$ cat config.mk
export PLATFORM = sky130hd
export DESIGN_NAME = i2c_register_master_flat
export DESIGN_NICKNAME = d
export VERILOG_FILES = /design/src/rtl/core/i2c_rm_pkg.sv /design/src/rtl/core/i2c_rm_if.sv /design/src/rtl/core/i2c_rm_seq.sv /design/src/rtl/core/i2c_rm_out_stage.sv /design/src/rtl/core/i2c_register_master.sv /design/src/flat_wrapper.sv
export SDC_FILE = /design/constraint.sdc
export NUM_CORES = 1
export LEC_CHECK = 0
export ABC_AREA = 1
export BUFFER_PORTS_ARGS = -buffer_cell sky130_fd_sc_hd__buf_2
export CAP_MARGIN = 30
export CORE_MARGIN = 2
export CORE_UTILIZATION = 32
export CTS_CLUSTER_DIAMETER = 40
export CTS_CLUSTER_SIZE = 14
export DETAILED_ROUTE_END_ITERATION = 8
export PLACE_DENSITY = 0.58
export SLEW_MARGIN = 30
export SYNTH_ARGS = -nofsm -noshare
export SYNTH_HDL_FRONTEND = slang
export SYNTH_SLANG_ARGS = --single-unit
$ cat constraint.sdc
create_clock -name clk -period 5.6 [get_ports clk]
set_clock_uncertainty 0.05 [all_clocks]
set_input_delay 0.28 -clock clk [delete_from_list [all_inputs] [get_ports clk]]
set_output_delay 0.28 -clock clk [all_outputs]
set_load 0.005 [all_outputs]
$ cat src/rtl/core/i2c_rm_pkg.sv
`default_nettype none

package i2c_rm_pkg;

    // Widths of the bus sequencer state
    localparam int StepW  = 4;
    localparam int BitW   = 4;
    localparam int SubW   = 3;
    localparam int HoldW  = 16;

    // Segment kinds of a transfer plan
    typedef enum logic [3:0] {
        KIND_START = 4'd0,
        KIND_DEVW  = 4'd1,
        KIND_DEVR  = 4'd2,
        KIND_REG   = 4'd3,
        KIND_DATA  = 4'd4,
        KIND_ACK0  = 4'd5,
        KIND_ACK1  = 4'd6,
        KIND_ACK2  = 4'd7,
        KIND_ACK2R = 4'd8,
        KIND_RECV  = 4'd9,
        KIND_NACK  = 4'd10,
        KIND_STOP  = 4'd11
    } kind_t;

    // Operation selector
    typedef enum logic {
        FUNC_WRITE = 1'b0,
        FUNC_READ  = 1'b1
    } func_t;

    // One tick beat as seen by the sequencer
    typedef struct packed {
        logic       start_req;
        logic       func;
        logic [6:0] dev_address;
        logic [7:0] reg_address;
        logic [7:0] write_data;
        logic       sda_in;
    } tick_t;

    // Latched command
    typedef struct packed {
        logic       func;
        logic [6:0] dev_address;
        logic [7:0] reg_address;
        logic [7:0] write_data;
    } cmd_t;

    // One result beat
    typedef struct packed {
        logic       scl_out;
        logic       sda_out;
        logic       busy_res;
        logic       done_res;
        logic [7:0] read_data;
        logic [2:0] ack_bits;
    } res_t;

    localparam logic [StepW-1:0] WritePlanLen = StepW'(8);
    localparam logic [StepW-1:0] ReadPlanLen  = StepW'(11);

    // Segment at a given plan position
    function automatic kind_t plan_kind(input logic is_read, input logic [StepW-1:0] step);
        kind_t k;
        k = KIND_STOP;
        if (is_read) begin
            unique case (step)
                4'd0:    k = KIND_START;
                4'd1:    k = KIND_DEVW;
                4'd2:    k = KIND_ACK0;
                4'd3:    k = KIND_REG;
                4'd4:    k = KIND_ACK1;
                4'd5:    k = KIND_START;
                4'd6:    k = KIND_DEVR;
                4'd7:    k = KIND_ACK2R;
                4'd8:    k = KIND_RECV;
                4'd9:    k = KIND_NACK;
                default: k = KIND_STOP;
            endcase
        end
        else begin
            unique case (step)
                4'd0:    k = KIND_START;
                4'd1:    k = KIND_DEVW;
                4'd2:    k = KIND_ACK0;
                4'd3:    k = KIND_REG;
                4'd4:    k = KIND_ACK1;
                4'd5:    k = KIND_DATA;
                4'd6:    k = KIND_ACK2;
                default: k = KIND_STOP;
            endcase
        end
        return k;
    endfunction

    function automatic logic is_byte_kind(input kind_t k);
        return (k == KIND_DEVW) || (k == KIND_DEVR) || (k == KIND_REG) || (k == KIND_DATA);
    endfunction

    // Number of line phases in one bit of a segment
    function automatic logic [SubW-1:0] subs_of(input kind_t k);
        logic [SubW-1:0] n;
        unique case (k)
            KIND_DEVW, KIND_DEVR, KIND_REG, KIND_DATA: n = 3'd4;
            KIND_RECV, KIND_START:                     n = 3'd3;
            KIND_NACK:                                 n = 3'd4;
            KIND_STOP:                                 n = 3'd2;
            default:                                   n = 3'd5;
        endcase
        return n;
    endfunction

    // Number of bits in a segment
    function automatic logic [BitW-1:0] bits_of(input kind_t k);
        return (is_byte_kind(k) || (k == KIND_RECV)) ? BitW'(8) : BitW'(1);
    endfunction

endpackage

`default_nettype wire

$ cat src/rtl/core/i2c_rm_if.sv
`default_nettype none

// Tick channel
interface i2c_rm_tick_if;
    logic       valid;
    logic       ready;
    logic       start_req;
    logic       func;
    logic [6:0] dev_address;
    logic [7:0] reg_address;
    logic [7:0] write_data;
    logic       sda_in;

    modport source (output valid, start_req, func, dev_address, reg_address, write_data,
                    sda_in, input ready);
    modport sink   (input valid, start_req, func, dev_address, reg_address, write_data,
                    sda_in, output ready);
endinterface

// Result channel
interface i2c_rm_res_if;
    logic       valid;
    logic       ready;
    logic       scl_out;
    logic       sda_out;
    logic       busy_res;
    logic       done_res;
    logic [7:0] read_data;
    logic [2:0] ack_bits;

    modport source (output valid, scl_out, sda_out, busy_res, done_res, read_data, ack_bits,
                    input ready);
    modport sink   (input valid, scl_out, sda_out, busy_res, done_res, read_data, ack_bits,
                    output ready);
endinterface

// Configuration write channel
interface i2c_rm_cfg_if;
    logic        valid;
    logic        ready;
    logic [15:0] phase_ticks;

    modport source (output valid, phase_ticks, input ready);
    modport sink   (input valid, phase_ticks, output ready);
endinterface

`default_nettype wire

$ cat src/rtl/core/i2c_rm_seq.sv
`default_nettype none

module i2c_rm_seq
    import i2c_rm_pkg::*;
(
    input  logic        clk,
    input  logic        rst_n,
    input  logic        step_en,
    input  tick_t       tick,
    input  logic [15:0] phase_ticks,
    output res_t        res
);

    logic             active_reg,   active_next;
    logic [StepW-1:0] step_reg,     step_next;
    logic [BitW-1:0]  bit_reg,      bit_next;
    logic [SubW-1:0]  sub_reg,      sub_next;
    logic [HoldW-1:0] hold_reg,     hold_next;
    logic [7:0]       shift_reg,    shift_next;
    cmd_t             cmd_reg,      cmd_next;
    logic [7:0]       rx_reg,       rx_next;
    logic [2:0]       ack_reg,      ack_next;
    logic             scl_reg,      scl_next;
    logic             sda_reg,      sda_next;
    logic             done;
    logic             busy;
    kind_t            kind;
    logic [HoldW-1:0] hold_inc;
    logic [HoldW-1:0] limit;
    logic [StepW-1:0] plan_len;

    // One tick of the bus sequencer
    always_comb
    begin
        active_next = active_reg;
        step_next   = step_reg;
        bit_next    = bit_reg;
        sub_next    = sub_reg;
        hold_next   = hold_reg;
        shift_next  = shift_reg;
        cmd_next    = cmd_reg;
        rx_next     = rx_reg;
        ack_next    = ack_reg;
        scl_next    = scl_reg;
        sda_next    = sda_reg;
        done        = 1'b0;
        busy        = 1'b0;
        kind        = KIND_STOP;
        hold_inc    = '0;
        limit       = (phase_ticks == '0) ? HoldW'(1) : phase_ticks;
        plan_len    = WritePlanLen;

        // launch a transfer when idle
        if (!active_reg && tick.start_req)
        begin
            cmd_next.func        = tick.func;
            cmd_next.dev_address = tick.dev_address;
            cmd_next.reg_address = tick.reg_address;
            cmd_next.write_data  = tick.write_data;
            active_next = 1'b1;
            step_next   = '0;
            bit_next    = '0;
            sub_next    = '0;
            hold_next   = '0;
            ack_next    = '0;
        end

        if (active_next)
        begin
            busy     = 1'b1;
            kind     = plan_kind(cmd_next.func, step_next);
            plan_len = (cmd_next.func == FUNC_READ) ? ReadPlanLen : WritePlanLen;

            // line changes and samples on the first tick of a phase
            if (hold_next == '0)
            begin
                unique case (kind)
                    KIND_START:
                    begin
                        if (sub_next == 3'd0)
                        begin
                            scl_next = 1'b1;
                            sda_next = 1'b1;
                        end
                        else if (sub_next == 3'd1)
                            sda_next = 1'b0;
                        else
                            scl_next = 1'b0;
                    end
                    KIND_DEVW, KIND_DEVR, KIND_REG, KIND_DATA:
                    begin
                        if (bit_next == '0 && sub_next == 3'd0)
                        begin
                            unique case (kind)
                                KIND_DEVW: shift_next = {cmd_next.dev_address, 1'b0};
                                KIND_DEVR: shift_next = {cmd_next.dev_address, 1'b1};
                                KIND_REG:  shift_next = cmd_next.reg_address;
                                default:   shift_next = cmd_next.write_data;
                            endcase
                        end
                        if (sub_next == 3'd0)
                            sda_next = shift_next[3'd7 - bit_next[2:0]];
                        else if (sub_next == 3'd1)
                            scl_next = 1'b1;
                        else if (sub_next == 3'd2)
                            scl_next = 1'b0;
                        else
                            sda_next = 1'b0;
                    end
                    KIND_RECV:
                    begin
                        if (sub_next == 3'd0)
                        begin
                            if (bit_next == '0)
                                shift_next = '0;
                            scl_next = 1'b1;
                        end
                        else if (sub_next == 3'd1)
                            shift_next = {shift_next[6:0], tick.sda_in};
                        else
                            scl_next = 1'b0;
                    end
                    KIND_NACK:
                    begin
                        if (sub_next == 3'd0)
                            sda_next = 1'b1;
                        else if (sub_next == 3'd1)
                            scl_next = 1'b1;
                        else if (sub_next == 3'd2)
                            scl_next = 1'b0;
                        else
                            sda_next = 1'b0;
                    end
                    KIND_STOP:
                    begin
                        if (sub_next == 3'd0)
                            scl_next = 1'b1;
                        else
                            sda_next = 1'b1;
                    end
                    default:
                    begin
                        // acknowledge slot
                        if (sub_next == 3'd0)
                            sda_next = 1'b1;
                        else if (sub_next == 3'd1)
                            scl_next = 1'b1;
                        else if (sub_next == 3'd2)
                        begin
                            if (!tick.sda_in)
                            begin
                                if (kind == KIND_ACK0)
                                    ack_next[0] = 1'b1;
                                else if (kind == KIND_ACK1)
                                    ack_next[1] = 1'b1;
                                else
                                    ack_next[2] = 1'b1;
                            end
                        end
                        else if (sub_next == 3'd3)
                            scl_next = 1'b0;
                        else
                            sda_next = (kind == KIND_ACK2R);
                    end
                endcase
            end

            // phase, bit and segment counters
            hold_inc  = hold_next + HoldW'(1);
            hold_next = hold_inc;
            if (hold_inc >= limit)
            begin
                hold_next = '0;
                sub_next  = sub_next + SubW'(1);
                if (sub_next >= subs_of(kind))
                begin
                    sub_next = '0;
                    bit_next = bit_next + BitW'(1);
                    if (bit_next >= bits_of(kind))
                    begin
                        bit_next  = '0;
                        step_next = step_next + StepW'(1);
                        if (step_next >= plan_len)
                        begin
                            if (cmd_next.func == FUNC_READ)
                                rx_next = shift_next;
                            step_next   = '0;
                            active_next = 1'b0;
                            done        = 1'b1;
                        end
                    end
                end
            end
        end
    end

    // Result of this tick
    always_comb
    begin
        res.scl_out   = scl_next;
        res.sda_out   = sda_next;
        res.busy_res  = busy;
        res.done_res  = done;
        res.read_data = rx_next;
        res.ack_bits  = ack_next;
    end

    // Sequencer state
    always_ff @(posedge clk or negedge rst_n)
    begin
        if (!rst_n)
        begin
            active_reg <= 1'b0;
            step_reg   <= '0;
            bit_reg    <= '0;
            sub_reg    <= '0;
            hold_reg   <= '0;
            shift_reg  <= '0;
            cmd_reg    <= '0;
            rx_reg     <= '0;
            ack_reg    <= '0;
            scl_reg    <= 1'b1;
            sda_reg    <= 1'b1;
        end
        else if (step_en)
        begin
            active_reg <= active_next;
            step_reg   <= step_next;
            bit_reg    <= bit_next;
            sub_reg    <= sub_next;
            hold_reg   <= hold_next;
            shift_reg  <= shift_next;
            cmd_reg    <= cmd_next;
            rx_reg     <= rx_next;
            ack_reg    <= ack_next;
            scl_reg    <= scl_next;
            sda_reg    <= sda_next;
        end
    end

endmodule

`default_nettype wire

$ cat src/rtl/core/i2c_rm_out_stage.sv
`default_nettype none

module i2c_rm_out_stage
    import i2c_rm_pkg::*;
(
    input  logic clk,
    input  logic rst_n,
    input  logic in_valid,
    output logic in_ready,
    input  res_t in_res,
    output logic out_valid,
    input  logic out_ready,
    output res_t out_res
);

    logic valid_reg, valid_next;
    res_t res_reg,   res_next;

    // Space when empty or when the held beat leaves this cycle
    assign in_ready = !valid_reg || out_ready;

    always_comb
    begin
        valid_next = valid_reg;
        res_next   = res_reg;
        if (in_valid && in_ready)
        begin
            valid_next = 1'b1;
            res_next   = in_res;
        end
        else if (out_ready)
            valid_next = 1'b0;
    end

    always_ff @(posedge clk or negedge rst_n)
    begin
        if (!rst_n)
            valid_reg <= 1'b0;
        else
            valid_reg <= valid_next;
    end

    // Payload needs no reset
    always_ff @(posedge clk)
    begin
        res_reg <= res_next;
    end

    assign out_valid = valid_reg;
    assign out_res   = res_reg;

endmodule

`default_nettype wire

$ cat src/rtl/core/i2c_register_master.sv
`default_nettype none

// Channel   Role  Beat carries
// tick      sink  start_req, func, dev_address, reg_address, write_data, sda_in
// result    src   scl_out, sda_out, busy_res, done_res, read_data, ack_bits
// cfg       sink  phase_ticks (always ready)
//
// One tick beat is taken per clock while the result register has room; its result beat
// is registered and offered the next cycle. The sequencer step is a single combinational
// pass from state registers into the result register. A stalled result holds the tick
// channel off only while the result register is full and not being taken. Reset leaves
// the sequencer idle, both lines high, phase_ticks 1.

module i2c_register_master
    import i2c_rm_pkg::*;
(
    input  logic         clk,
    input  logic         rst_n,
    i2c_rm_tick_if.sink  tick,
    i2c_rm_res_if.source result,
    i2c_rm_cfg_if.sink   cfg
);

    logic        cfg_write;
    logic [15:0] phase_reg;
    logic        take;
    logic        stage_ready;
    tick_t       tick_beat;
    res_t        step_res;
    res_t        out_res;

    // Phase length register
    assign cfg.ready = 1'b1;
    assign cfg_write = cfg.valid;

    always_ff @(posedge clk or negedge rst_n)
    begin
        if (!rst_n)
            phase_reg <= 16'd1;
        else if (cfg_write)
            phase_reg <= cfg.phase_ticks;
    end

    // Tick beat
    always_comb
    begin
        tick_beat.start_req   = tick.start_req;
        tick_beat.func        = tick.func;
        tick_beat.dev_address = tick.dev_address;
        tick_beat.reg_address = tick.reg_address;
        tick_beat.write_data  = tick.write_data;
        tick_beat.sda_in      = tick.sda_in;
    end

    assign tick.ready = stage_ready;
    assign take       = tick.valid && stage_ready;

    i2c_rm_seq u_seq (
        .clk         (clk),
        .rst_n       (rst_n),
        .step_en     (take),
        .tick        (tick_beat),
        .phase_ticks (phase_reg),
        .res         (step_res)
    );

    i2c_rm_out_stage u_out (
        .clk       (clk),
        .rst_n     (rst_n),
        .in_valid  (tick.valid),
        .in_ready  (stage_ready),
        .in_res    (step_res),
        .out_valid (result.valid),
        .out_ready (result.ready),
        .out_res   (out_res)
    );

    assign result.scl_out   = out_res.scl_out;
    assign result.sda_out   = out_res.sda_out;
    assign result.busy_res  = out_res.busy_res;
    assign result.done_res  = out_res.done_res;
    assign result.read_data = out_res.read_data;
    assign result.ack_bits  = out_res.ack_bits;

endmodule

`default_nettype wire
$ cat src/flat_wrapper.sv
// flat-port wrapper written by rule: the top's interface ports become plain ports
module i2c_register_master_flat import i2c_rm_pkg::*;
  (clk, rst_n, tick_valid, tick_start_req, tick_func, tick_dev_address, tick_reg_address, tick_write_data, tick_sda_in, tick_ready, result_valid, result_scl_out, result_sda_out, result_busy_res, result_done_res, result_read_data, result_ack_bits, result_ready, cfg_valid, cfg_phase_ticks, cfg_ready);
  i2c_rm_tick_if tick_i ();
  i2c_rm_res_if result_i ();
  i2c_rm_cfg_if cfg_i ();
  input  logic clk;
  input  logic rst_n;
  input wire logic [$bits(tick_i.valid)-1:0] tick_valid;
  input wire logic [$bits(tick_i.start_req)-1:0] tick_start_req;
  input wire logic [$bits(tick_i.func)-1:0] tick_func;
  input wire logic [$bits(tick_i.dev_address)-1:0] tick_dev_address;
  input wire logic [$bits(tick_i.reg_address)-1:0] tick_reg_address;
  input wire logic [$bits(tick_i.write_data)-1:0] tick_write_data;
  input wire logic [$bits(tick_i.sda_in)-1:0] tick_sda_in;
  output wire logic [$bits(tick_i.ready)-1:0] tick_ready;
  output wire logic [$bits(result_i.valid)-1:0] result_valid;
  output wire logic [$bits(result_i.scl_out)-1:0] result_scl_out;
  output wire logic [$bits(result_i.sda_out)-1:0] result_sda_out;
  output wire logic [$bits(result_i.busy_res)-1:0] result_busy_res;
  output wire logic [$bits(result_i.done_res)-1:0] result_done_res;
  output wire logic [$bits(result_i.read_data)-1:0] result_read_data;
  output wire logic [$bits(result_i.ack_bits)-1:0] result_ack_bits;
  input wire logic [$bits(result_i.ready)-1:0] result_ready;
  input wire logic [$bits(cfg_i.valid)-1:0] cfg_valid;
  input wire logic [$bits(cfg_i.phase_ticks)-1:0] cfg_phase_ticks;
  output wire logic [$bits(cfg_i.ready)-1:0] cfg_ready;
  assign tick_i.valid = tick_valid;
  assign tick_i.start_req = tick_start_req;
  assign tick_i.func = tick_func;
  assign tick_i.dev_address = tick_dev_address;
  assign tick_i.reg_address = tick_reg_address;
  assign tick_i.write_data = tick_write_data;
  assign tick_i.sda_in = tick_sda_in;
  assign tick_ready = tick_i.ready;
  assign result_valid = result_i.valid;
  assign result_scl_out = result_i.scl_out;
  assign result_sda_out = result_i.sda_out;
  assign result_busy_res = result_i.busy_res;
  assign result_done_res = result_i.done_res;
  assign result_read_data = result_i.read_data;
  assign result_ack_bits = result_i.ack_bits;
  assign result_i.ready = result_ready;
  assign cfg_i.valid = cfg_valid;
  assign cfg_i.phase_ticks = cfg_phase_ticks;
  assign cfg_ready = cfg_i.ready;
  i2c_register_master u_core (.clk(clk), .rst_n(rst_n), .tick(tick_i), .result(result_i), .cfg(cfg_i));
endmodule
# Word-level counts from Yosys, hierarchy flattened
# Memories as Yosys holds them, arrays and structs flattened.
# Index checks and enable logic that the tools add are counted.
dict set report classes {
  n_addsub 5
  magnitude_cmp 5
  eq_ne 19
  mux 94
  reduce_logical 23
}
# cell count
set ops {}
lappend ops {{8-bit two-way mux} 14}
lappend ops {{16-bit two-way mux} 4}
lappend ops {{4-bit two-way mux} 14}
lappend ops {{3-bit two-way mux} 14}
lappend ops {{1-bit two-way mux} 39}
lappend ops {{16-bit logical NOT} 2}
lappend ops {{4-bit one-hot mux with 7 select lines} 1}
lappend ops {{4-bit by 3-bit equality test with 1-bit output, second input constant} 6}
lappend ops {{24-bit two-way mux} 1}
lappend ops {{8-bit one-hot mux with 3 select lines} 1}
lappend ops {{16-bit by 1-bit adder with 16-bit output, second input constant} 1}
lappend ops {{4-bit by 2-bit equality test with 1-bit output, second input constant} 4}
lappend ops {{4-bit equality test, second input constant} 4}
lappend ops {{16-bit >= comparator} 1}
lappend ops {{8-bit one-hot mux with 2 select lines} 1}
lappend ops {{4-bit logical NOT} 3}
lappend ops {{4-bit by 1-bit adder with 4-bit output, second input constant} 2}
lappend ops {{4-bit by 1-bit equality test with 1-bit output, second input constant} 2}
lappend ops {{4-bit >= comparator} 2}
lappend ops {{8-bit OR reduction} 1}
lappend ops {{3-bit by 2-bit equality test with 1-bit output, second input constant} 2}
lappend ops {{1-bit logical OR} 5}
lappend ops {{1-bit one-hot mux with 5 select lines} 1}
lappend ops {{5-bit OR reduction} 1}
lappend ops {{other kinds (16)} 20}
dict set report word_totals {
  ff_bits 105
  mem_bits_ro 112
  inputBits 47
  out_inout_bits 18
  mem_count 2
}
# memory words width read_ports rd_ports_with_merged_regs write_ports line_no
set mem_list {}
lappend mem_list {{(no name shown)} 16 4 1 0 0 i2c_rm_pkg.sv:69} ;# unique case (step)
lappend mem_list {{(no name shown)} 16 3 1 0 0 i2c_rm_pkg.sv:105} ;# unique case (k)

# Depth between registers and ports, before layout
# Gate-level depths: netlist of run 1.
dict set report logic_depth {
  word_depth 21
  mapped_depth 38
  depth_no_buf 34
}

# By module
# Synthesis of run 1 repeated with hierarchy kept, for this count alone.
dict set report hier_totals {
  hier_cells 917
  area_unflattened_um2 7049.3
}
# mod instances cells_per_inst area_per_inst_um2
set by_module_without_submodules {}
lappend by_module_without_submodules {i2c_rm_seq 1 824 5889.4}
lappend by_module_without_submodules {i2c_register_master 1 72 664.4}
lappend by_module_without_submodules {i2c_rm_out_stage 1 21 495.5}

# Worst setup path after synthesis of run 1
# OpenSTA, ideal clock, no wires.
dict set report synth_timing {
  path_kind {flip-flop to flip-flop}
  start {reg u_core.u_seq.active_reg}
  end {reg u_core.u_out.res_reg (netlist bit u_core.u_out.out_res[10]), data pin}
  arrival_ns 4.371
  required_ns 5.295
  path_slack_ns 0.924
  stages_incl_launch_ff 37
  path_buffers 4
  period_less_slack_ns 4.676
  path_cell_list {dfrtp_1 inv_2 nand2_4 inv_6 buf_6 buf_2 buf_2 nor2_1 ha_1 nand2_1 nor2_1 nand3_1 nor3_2 nand3_1 nor2_1 nand2_1 nor3_1 xnor2_1 inv_1 ha_1 nand2_1 inv_1 nand3_1 nor3_2 nand3_1 nand3_1 nand2_2 nor2_2 inv_2 nor2_4 inv_2 nor2_2 nand2_1 clkinv_2 buf_4 nand3_1 and2_1}
}
# item line_no
set synth_lines {}
lappend synth_lines {{start: declaration} i2c_rm_seq.sv:14} ;# logic active_reg, active_next;
lappend synth_lines {{start signal: assignment} i2c_rm_seq.sv:227} ;# active_reg <= active_next;
lappend synth_lines {{end signal: assignment} i2c_rm_out_stage.sv:46} ;# res_reg <= res_next;
lappend synth_lines {{end: declaration} i2c_rm_out_stage.sv:17} ;# res_t res_reg, res_next;

==> results of run 1 <==
## cell families after synthesis
kind of cell | after synthesis | synth area share
flops | 105 | 0.383
xor+xnor | 16 | 0.0209
simple gates | 403 | 0.256
fa+ha+maj | 40 | 0.0708
mux | 8 | 0.0113
buf+inv | 169 | 0.0962
compound gates | 206 | 0.162
other cells | 1 | 0.000530
## worst max-delay path: cells and delay by family, from the launching register on
family | cells | cell delay [ps]
adders and majority gates | 2 | 510
and+or+nand+nor | 20 | 2660
DFF | 1 | 360
xor gates and xnor gates | 1 | 140
AOI/OAI and AO/OA | 1 | 140
buffers and inverters | 8 | 740
## cell type report
cell class	instances	area [um2]
Inverter	137	520
Multi-Input combinational cell	674	3690
Clock inverter	4	33.8
Timing Repair Buffer	70	377
Sequential cell	105	2710
Fill cell	2342	13800
Clock buffer	12	268
Tap cell	280	350
## metrics by stage
step,std cells,power (mW),utilization
floorplan,948,2.76,-
global placement,1265,3.24,0.351
detailed placement,1265,3.26,0.351
CTS,1282,3.93,0.365
global route,1282,4.31,0.365
finish,1282,3.91,0.365
## metal layers
layer / part of all wire / vias to the layer above
li1: - / 3187
met3: 0.042 / 25
met5: 0.00040 / -
met1: 0.48 / 2870
met4: 0.019 / 2
met2: 0.46 / 134
## cell usage after synthesis, drive strengths merged (2+ instances only)
cell type and number:
xnor2 4, nor2 71, nand4 11, ha 40
a32o 2, a31oi 3, mux2i 8, o22ai 5
edfxtp 15, a21oi 62, clkbuf 20, inv 134
nand2 242, clkinv 3, dfrtp 87, nor3 16
buf 12, nand3 56, nor4 3, xor2 12
o211ai 3, dfstp 3, o21ai 125
## how the worst max path moves through the flow
stage,startpoint,endpoint,slack (ps),depth (start not counted)
after floorplan,u_core.u_seq.active_reg,u_core.u_out.out_res[10],920,36
after global placement,tick_start_req,u_core.u_out.out_res[10],840,32
after detailed placement,tick_start_req,u_core.u_out.out_res[10],740,32
after CTS,u_core.u_seq.active_reg,u_core.u_out.out_res[10],730,32
after global routing,u_core.u_seq.active_reg,u_core.u_out.out_res[10],180,32
final,u_core.u_seq.active_reg,u_core.u_out.out_res[10],750,32
## power breakdown
part | internal (mW) | leakage (nW) | switching [mW]
Sequential | 0.977 | 1.29 | 0.0982
Combinational | 0.692 | 2.37 | 1.49
Clock | 0.345 | 0.145 | 0.301
==> impl_metrics.yaml, run 1 <==
power:
  p_leak_nw: 3.81
  p_per_area_nw_per_um2: 492
  vdd.ir_drop.worst_mv: 0.193
layout:
  largest_reg_flops: 24
  nNetsFinal: 1084
  layout_commonest_cell: "nand2_1"
  drive_above_1_share: 0.148
  layout_common_cells: "232 x nand2_1, 121 x inv_1, 103 x o21ai_0, 87 x dfrtp_1, 62 x buf_2"
  stdcell_area_um2: 7940
  num_antenna_cells: 0
  synthToLayoutAreaGrowth_pct: 12.3
synthesis:
  synth_top_cell_by_area: "dfrtp_1"
  synth_edf_count: 15
  ys.flop_type: "dfrtp_1"
  synth_fp_nets: 1035
  synthArstFlopShare: 0.857
  syn_area_per_cell_um2: 7.46
  synth_area_um2: 7070
  netlist_instances: 948
  yosys.area.top_type_share: 0.308
  ys_types: 54
  yosys_warnings: 0
  synth.top_cells.by_area: "dfrtp_1 31%, nand2_1 12%, o21ai_0 7.3%"
  synth-seq-cells: 105
  yosysSeqAreaShare: 0.383
sta:
  hold_slack_ps: 68.3
  max-slew-margin-rel: 0.444
  finalSetupTns_ps: 0
  hold_viol: 0
  setup_ws_ps: 751
  min_period_ps: 4850
  slew_violations: 0
  worst_pin_slew_ps: 830
  setup_viol: 0
  rsz0062_at_grt: "no"
  fmax_mhz: 206
  finalCritPeriodShare: 0.866
die:
  dieArea_um2: 23300
  die_w_um: 153
  die_y_um: 153
  start_util: 0.325
  rows: 54
  fp.coreArea_um2: 21800
  ios: 65
route:
  wl_um: 17400
  wl_per_cell_um: 13.6
  ant_nets: 0
  firstDrtPassIters: 5
  drtIter0Drc: 330
  viasPerCell: 4.85
  drc: 0
  vias: 6218
worst_setup_path:
  crit_type: "reg2reg"
  cp-start-kind: "flop"
  crit_path_top_delay_cell: "dfrtp_1"
  endpoint_kind: "flop"
  required_ps: 5670
  cp.arrival_ps: 4920
  cp_max_fo: 17
  r2r_end: "u_core.u_out.out_res[10]"
  rrSetupSlack_ps: 750
  r2r_cells: 32
  max_stage_delay_ps: 360
  reg2reg_from: "u_core.u_seq.active_reg"
placed_design:
  portBuffers: 63
  dp_hpwl_um: 13000
  gp_congestion: 0.917
  postPlaceCellArea_um2: 7630
  pre_cts_ws_ps: 743
outcome:
  status: "finished, final reports clean"
clock_tree:
  cts_buffers: 9
  worst_setup_hold_path_clk_slew_ps: 70
  h-tree-depth: 3
  tritoncts: "yes"
  cts_resized: 0
  postCtsSetupRepairBufs: 0
  cts_max_path_buffers: 2
  insertion_delay_ps: 360
  cts_root_buf: "clkbuf_16"
  cts.sinks: 105
  cts-hold-fix-buffers: 1
grt:
  gr-total-overflow: 0
  grt_pass1_vias: 5975
  grt.met2_usage: 0.252
  top_usage_layer: "met2"
  grt_pass1_wl_um: 29900
  grt_use_met1: 0.210
  grt_max_degree: 69
  antenna_found_initial: 1
  gr-usage-all-layers: 0.156
  met3_usage: 0.0330
min_path:
  min-delay-start: "cfg_phase_ticks[6]"
  whs_path_depth: 3
  min_path_type: "in2reg"
  whs_endpoint: "u_core.phase_reg[6]"
job:
  cap_violations: 0
Note: power is estimated with default switching activity, not from simulation.
==> run 2, diff against run 1 <==
--- a/config.mk
+++ b/config.mk
@@ -9,11 +9,11 @@
 export BUFFER_PORTS_ARGS = -buffer_cell sky130_fd_sc_hd__buf_2
 export CAP_MARGIN = 30
 export CORE_MARGIN = 2
-export CORE_UTILIZATION = 32
+export CORE_UTILIZATION = 58
 export CTS_CLUSTER_DIAMETER = 40
 export CTS_CLUSTER_SIZE = 14
 export DETAILED_ROUTE_END_ITERATION = 8
-export PLACE_DENSITY = 0.58
+export PLACE_DENSITY = 0.88
 export SLEW_MARGIN = 30
 export SYNTH_ARGS = -nofsm -noshare
 export SYNTH_HDL_FRONTEND = slang
==> run 2 against run 1 <==
Compared with the run above: clock-buffer cell count fell by 1; highest routed layer is now met4; critical endpoint unchanged; flip-flop and latch count did not move; worst hold slack barely moved; via count rose by 2.3%.
==> impl_metrics.yaml, run 2 (synthesis results as in run 1) <==
outcome:
  status: "finished, final reports clean"
grt:
  antenna_found_initial: 0
  gr-usage-all-layers: 0.262
  gr-total-overflow: 0
  grt_pass1_vias: 5887
  grt_pass1_wl_um: 27200
  grt_max_degree: 58
sta:
  fmax_mhz: 200
  slew_violations: 0
  rsz0062_at_grt: "no"
  worst_pin_slew_ps: 811
  hold_slack_ps: 68.6
  setup_viol: 0
  hold_viol: 0
  max-slew-margin-rel: 0.458
  finalSetupTns_ps: 0
  min_period_ps: 4990
  finalCritPeriodShare: 0.892
clock_tree:
  cts_buffers: 9
  cts_max_path_buffers: 2
  cts.sinks: 105
  insertion_delay_ps: 360
  h-tree-depth: 3
  tritoncts: "yes"
  worst_setup_hold_path_clk_slew_ps: 70
  cts_root_buf: "clkbuf_16"
layout:
  num_antenna_cells: 0
  layout_common_cells: "232 x nand2_1, 121 x inv_1, 103 x o21ai_0, 87 x dfrtp_1, 62 x buf_2"
  synthToLayoutAreaGrowth_pct: 9.62
  drive_above_1_share: 0.147
  layout_commonest_cell: "nand2_1"
  fillers: 1041
  nNetsFinal: 1083
  largest_reg_flops: 24
power:
  p_leak_nw: 3.80
  p_switching_mw: 1.87
  power.share.clock: 0.158
  p_sw_frac: 0.486
  vdd.ir_drop.worst_mv: 0.294
  pwr-share-comb: 0.563
  p_per_area_nw_per_um2: 497
  internal-power_mw: 1.98
  p_seq_frac: 0.279
min_path:
  min_path_type: "in2reg"
worst_setup_path:
  crit_buf_inv: 8
  cp_top_family: "simple AND/OR/NAND/NOR gates"
  max_stage_delay_ps: 360
  required_ps: 5660
  endpoint_kind: "flop"
  crit_type: "reg2reg"
  crit_path_top_delay_cell: "dfrtp_1"
  cp.arrival_ps: 5060
  cp_max_fo: 26
  cp-start-kind: "flop"
placed_design:
  portBuffers: 63
  gp_congestion: 0.954
  dp_hpwl_um: 11900
die:
  die_y_um: 114
  die_w_um: 114
  fp.coreArea_um2: 12000
  dieArea_um2: 13100
  rows: 40
  ios: 65
  start_util: 0.591
route:
  drtIter0Drc: 486
  vias: 6358
  viasPerCell: 5.54
  ant_nets: 0
  wl_um: 16100
  drc: 0
  wl_per_cell_um: 14.0
  firstDrtPassIters: 5
job:
  cap_violations: 0
==> run 2: cell count changes in the layout (fill, tap and decap cells not counted), sizes merged <==
cell | before | now
inv | 135 | 137
buf | 69 | 68
clkbuf | 12 | 11
clkinvlp | 1 | 0
==> run 2: path summary, 6_finish.rpt <==
path | start | endpoint | slack, ps | depth (start not counted)
min in group asynchronous | rst_n | u_core.u_seq.ack_reg[0] | 350 | 2
max reg2reg | u_core.u_seq.active_reg | u_core.u_out.out_res[10] | 610 | 32
max in group asynchronous | rst_n | u_core.phase_reg[12] | 4090 | 3
min reg2reg | u_core.u_seq.scl_reg | u_core.u_seq.scl_reg | 430 | 2
min | cfg_phase_ticks[10] | u_core.phase_reg[10] | 70 | 3
max | u_core.u_seq.active_reg | u_core.u_out.out_res[10] | 610 | 32
==> run 2: per-stage QoR <==
stage | cells | area [um2] | power [mW] | util | setup WS, ps
6_report | 1148 | 7750 | 3.86 | 0.648 | 605
5_1_grt | 1148 | 7750 | 4.20 | 0.648 | 137
3_5_place_dp | 1131 | 7450 | 3.21 | 0.623 | 518
3_3_place_gp | 1131 | 7450 | 3.16 | 0.623 | 635
4_1_cts | 1148 | 7740 | 3.82 | 0.647 | 489
2_1_floorplan | 948 | 7070 | 2.76 | - | 924
==> run 2: layer usage <==
metal / up-vias / global-route usage / routed length [um]
met5: - / 0 / 0
met1: 2899 / 0.349 / 7240
met4: 0 / 0.105 / 439
met2: 235 / 0.420 / 7410
li1: 3181 / - / -
met3: 43 / 0.0529 / 1010
==> run 2: final cells by class <==
cell class | instances | area, um2 | area share
multi-input cells | 674 | 3700 | 0.477
inverters | 137 | 520 | 0.0671
clock buffers | 11 | 243 | 0.0313
flip-flops and latches | 105 | 2710 | 0.349
repair buffers | 69 | 365 | 0.0471
clock inverters | 5 | 37.5 | 0.00484
well taps | 147 | 184 | 0.0237
==> run 2: tightest hold or removal path, delay by kind of cell <==
| family | cells | cell delay, ps |
|---|---|---|
| AND/OR/NAND/NOR | 1 | 40 |
| AO/OA/AOI/OAI | 1 | 50 |
| buffers and inverters | 1 | 70 |
==> run 2: power groups by stage <==
stage	Combinational [mW]	Sequential [mW]	Clock [mW]
3_3_place_gp	2.08	1.08	0
4_1_cts	2.14	1.07	0.611
5_1_grt	2.46	1.10	0.647
2_1_floorplan	1.70	1.06	0
6_report	2.17	1.07	0.610
3_5_place_dp	2.12	1.09	0
==> run 2: repair_timing <==
| item | 4_1_cts | 5_1_grt |
|---|---|---|
| hold buffers | 1 | 0 |
| endpoints found under the hold margin | 31 | 0 |
| endpoints found under the setup margin | 0 | 1 |
| setup buffers | 0 | 0 |
| gates resized for setup | 0 | 1 |
==> run 3, diff against run 2 <==
--- a/config.mk
+++ b/config.mk
@@ -5,15 +5,14 @@
 export SDC_FILE = /design/constraint.sdc
 export NUM_CORES = 1
 export LEC_CHECK = 0
-export ABC_AREA = 1
 export BUFFER_PORTS_ARGS = -buffer_cell sky130_fd_sc_hd__buf_2
 export CAP_MARGIN = 30
 export CORE_MARGIN = 2
-export CORE_UTILIZATION = 58
+export CORE_UTILIZATION = 40
 export CTS_CLUSTER_DIAMETER = 40
 export CTS_CLUSTER_SIZE = 14
 export DETAILED_ROUTE_END_ITERATION = 8
-export PLACE_DENSITY = 0.88
+export PLACE_DENSITY = 0.67
 export SLEW_MARGIN = 30
 export SYNTH_ARGS = -nofsm -noshare
 export SYNTH_HDL_FRONTEND = slang
==> run 3 against run 2 <==
Compared with the run above: worst setup slack worse by 32 ps; global-route usage down 6.5 points; maximum frequency down 0.63%; synthesized cell count down 18%; flip-flop and latch count unchanged; critical path depth down 13; sequential share of layout area down 0.27 points.
==> impl_metrics.yaml, run 3 <==
placed_design:
  pre_cts_ws_ps: 604
  placed_cells: 1042
  portBuffers: 63
  gp_congestion: 0.917
  dp_hpwl_um: 12800
clock_tree:
  cts_root_buf: "clkbuf_16"
  postCtsSetupRepairBufs: 0
  insertion_delay_ps: 360
  worst_setup_hold_path_clk_slew_ps: 70
  cts_buffers: 9
  h-tree-depth: 3
  cts_max_path_buffers: 2
  cts_resized: 0
  cts.sinks: 105
  tritoncts: "yes"
sta:
  rsz0062_at_grt: "no"
  finalSetupTns_ps: 0
  setup_viol: 0
  fmax_mhz: 199
  hold_viol: 0
  min_period_ps: 5030
  max-slew-margin-rel: 0.454
  slew_violations: 0
  finalCritPeriodShare: 0.898
  setup_ws_ps: 574
  worst_pin_slew_ps: 815
die:
  die_y_um: 136
  start_util: 0.407
  dieArea_um2: 18600
  fp.coreArea_um2: 17200
  rows: 48
  ios: 65
  die_w_um: 136
synthesis:
  yosys.area.top_type_share: 0.311
  ys_types: 74
  synth_common_cells: "125 x nand2_1, 87 x dfrtp_1, 65 x nor2_1, 54 x o21ai_0, 41 x mux2_2"
  synth_edf_count: 15
  yosys_warnings: 0
  synthArstFlopShare: 0.857
  synth_area_um2: 6990
  netlist_instances: 781
  synth_fp_nets: 868
  synth_top_cell_by_area: "dfrtp_1"
  yosysMostFrequentCell: "nand2_1"
  yosysSeqAreaShare: 0.387
  ys.flop_type: "dfrtp_1"
  syn_area_per_cell_um2: 8.96
  synth-seq-cells: 105
  synth.top_cells.by_area: "dfrtp_1 31%, ha_1 7.2%, nand2_1 6.7%"
route:
  ant_nets: 0
  firstDrtPassIters: 6
  viasPerCell: 5.66
  wl_um: 17500
  drc: 0
  wl_per_cell_um: 16.5
  drtIter0Drc: 589
  vias: 6013
min_path:
  min_path_type: "in2reg"
  min-delay-start: "tick_valid"
layout:
  final_core_util: 0.455
  drive_above_1_share: 0.192
  synthToLayoutAreaGrowth_pct: 11.7
  layout_commonest_cell: "nand2_1"
  instances_no_fill: 1062
  largest_reg_flops: 24
  nNetsFinal: 919
  fillers: 1717
  num_antenna_cells: 0
  layout_common_cells: "125 x nand2_1, 87 x dfrtp_1, 64 x nor2_1, 63 x buf_2, 53 x o21ai_0"
grt:
  grt_pass1_wl_um: 29000
  grt_max_degree: 52
  gr-total-overflow: 0
  grt_pass1_vias: 5773
  gr-usage-all-layers: 0.197
  antenna_found_initial: 0
power:
  vdd.ir_drop.worst_mv: 0.159
  p_seq_frac: 0.386
  pwr-share-comb: 0.368
  p_leak_nw: 3.45
  p_sw_frac: 0.382
  p_per_area_nw_per_um2: 327
  p_switching_uw: 975
  power.share.clock: 0.246
  internal-power_mw: 1.58
worst_setup_path:
  required_ps: 5660
  crit_type: "reg2reg"
  cp.arrival_ps: 5090
  endpoint_kind: "flop"
  rrSetupSlack_ps: 570
  reg2reg_from: "u_core.u_seq.active_reg"
  cp_max_fo: 14
  crit_start: "u_core.u_seq.active_reg"
  cp-start-kind: "flop"
outcome:
  status: "finished, final reports clean"
job:
  cap_violations: 0
run 3: cell count changes after synthesis, sizes merged, moves of 7 or more:
| cell | previous run | this run |
|---|---|---|
| nand2 | 242 | 126 |
| inv | 134 | 36 |
| o21ai | 125 | 68 |
| mux2 | 0 | 41 |
| nand3 | 56 | 19 |
| a21oi | 62 | 39 |
| mux2i | 8 | 21 |
| nand2b | 0 | 12 |
| o31ai | 0 | 12 |
| a21o | 0 | 7 |
| o41ai | 1 | 8 |
run 3: power by group through the flow:
stage | registers (mW) | logic, mW | clock network (mW)
4_1_cts | 0.985 | 0.928 | 0.641
3_3_place_gp | 0.997 | 0.907 | 0
6_report | 0.987 | 0.939 | 0.628
2_1_floorplan | 0.971 | 0.692 | 0
5_1_grt | 1.00 | 1.06 | 0.675
3_5_place_dp | 0.999 | 0.923 | 0
run 3: final timing paths:
kind	to	depth (start not counted)
max	u_core.u_out.out_res[4]	19
min	u_core.u_out.out_valid	2
max reg2reg	u_core.u_out.out_res[4]	19
min reg2reg	u_core.u_seq.cmd_reg[12]	2
max in group asynchronous	u_core.phase_reg[8]	3
min in group asynchronous	u_core.u_seq.cmd_reg[13]	2
run 3: cell type report:
class / count / area [um2] / area share
Multi-Input combinational cell: 602 / 3970 / 0.508
Sequential cell: 105 / 2710 / 0.346
Timing Repair Buffer: 78 / 438 / 0.0561
Tap cell: 225 / 282 / 0.0360
Clock buffer: 11 / 243 / 0.0311
Inverter: 36 / 135 / 0.0173
Clock inverter: 5 / 38.8 / 0.00496
run 3: per-layer routing:
metal / global-route usage / share of wire
met3: 0.0362 / 0.053
met1: 0.259 / 0.45
met4: 0.0556 / 0.022
met2: 0.330 / 0.47
met5: 0 / 0
run 3: worst max-delay path: stages (launching register included):
cell and delay (ps):
dfrtp_1 430, nand2b_1 200, nand2_1 180, inv_1 90, ha_1 240, or2_2 310
o32ai_1 350, o22a_1 210, buf_4 210, nor2_1 100, ha_1 290, a22oi_1 80
ha_1 290, nand2b_1 100, a21o_1 110, a21oi_1 160, nor2_1 190, nand3b_1 210
nor3_2 570, mux2_2 410
run 3: logic make-up (layout without fill, tap and decap cells):
group,after synthesis,after routing,share of synthesized area
simple gates,281,281,0.180
compound gates,202,202,0.198
flops,105,105,0.387
buf+inv,74,130,0.0469
mux,62,62,0.0961
fa+ha+maj,40,40,0.0716
xor+xnor,16,16,0.0200
other cells,1,1,0.000536
run 3: repair_timing:
item | CTS | global route
setup endpoints to repair | 0 | 0
endpoints found under the hold margin | 37 | 0
hold buffers | 1 | 0
run 3: per-stage QoR:
stage | hold slack, ps | cell area, um2 | power [mW]
after floorplan | -65.6 | 6990 | 1.66
after global placement | 259 | 7490 | 1.90
after detailed placement | 257 | 7490 | 1.92
after CTS | 61.6 | 7780 | 2.55
after global routing | 80.6 | 7810 | 2.73
final | 70.0 | 7810 | 2.55
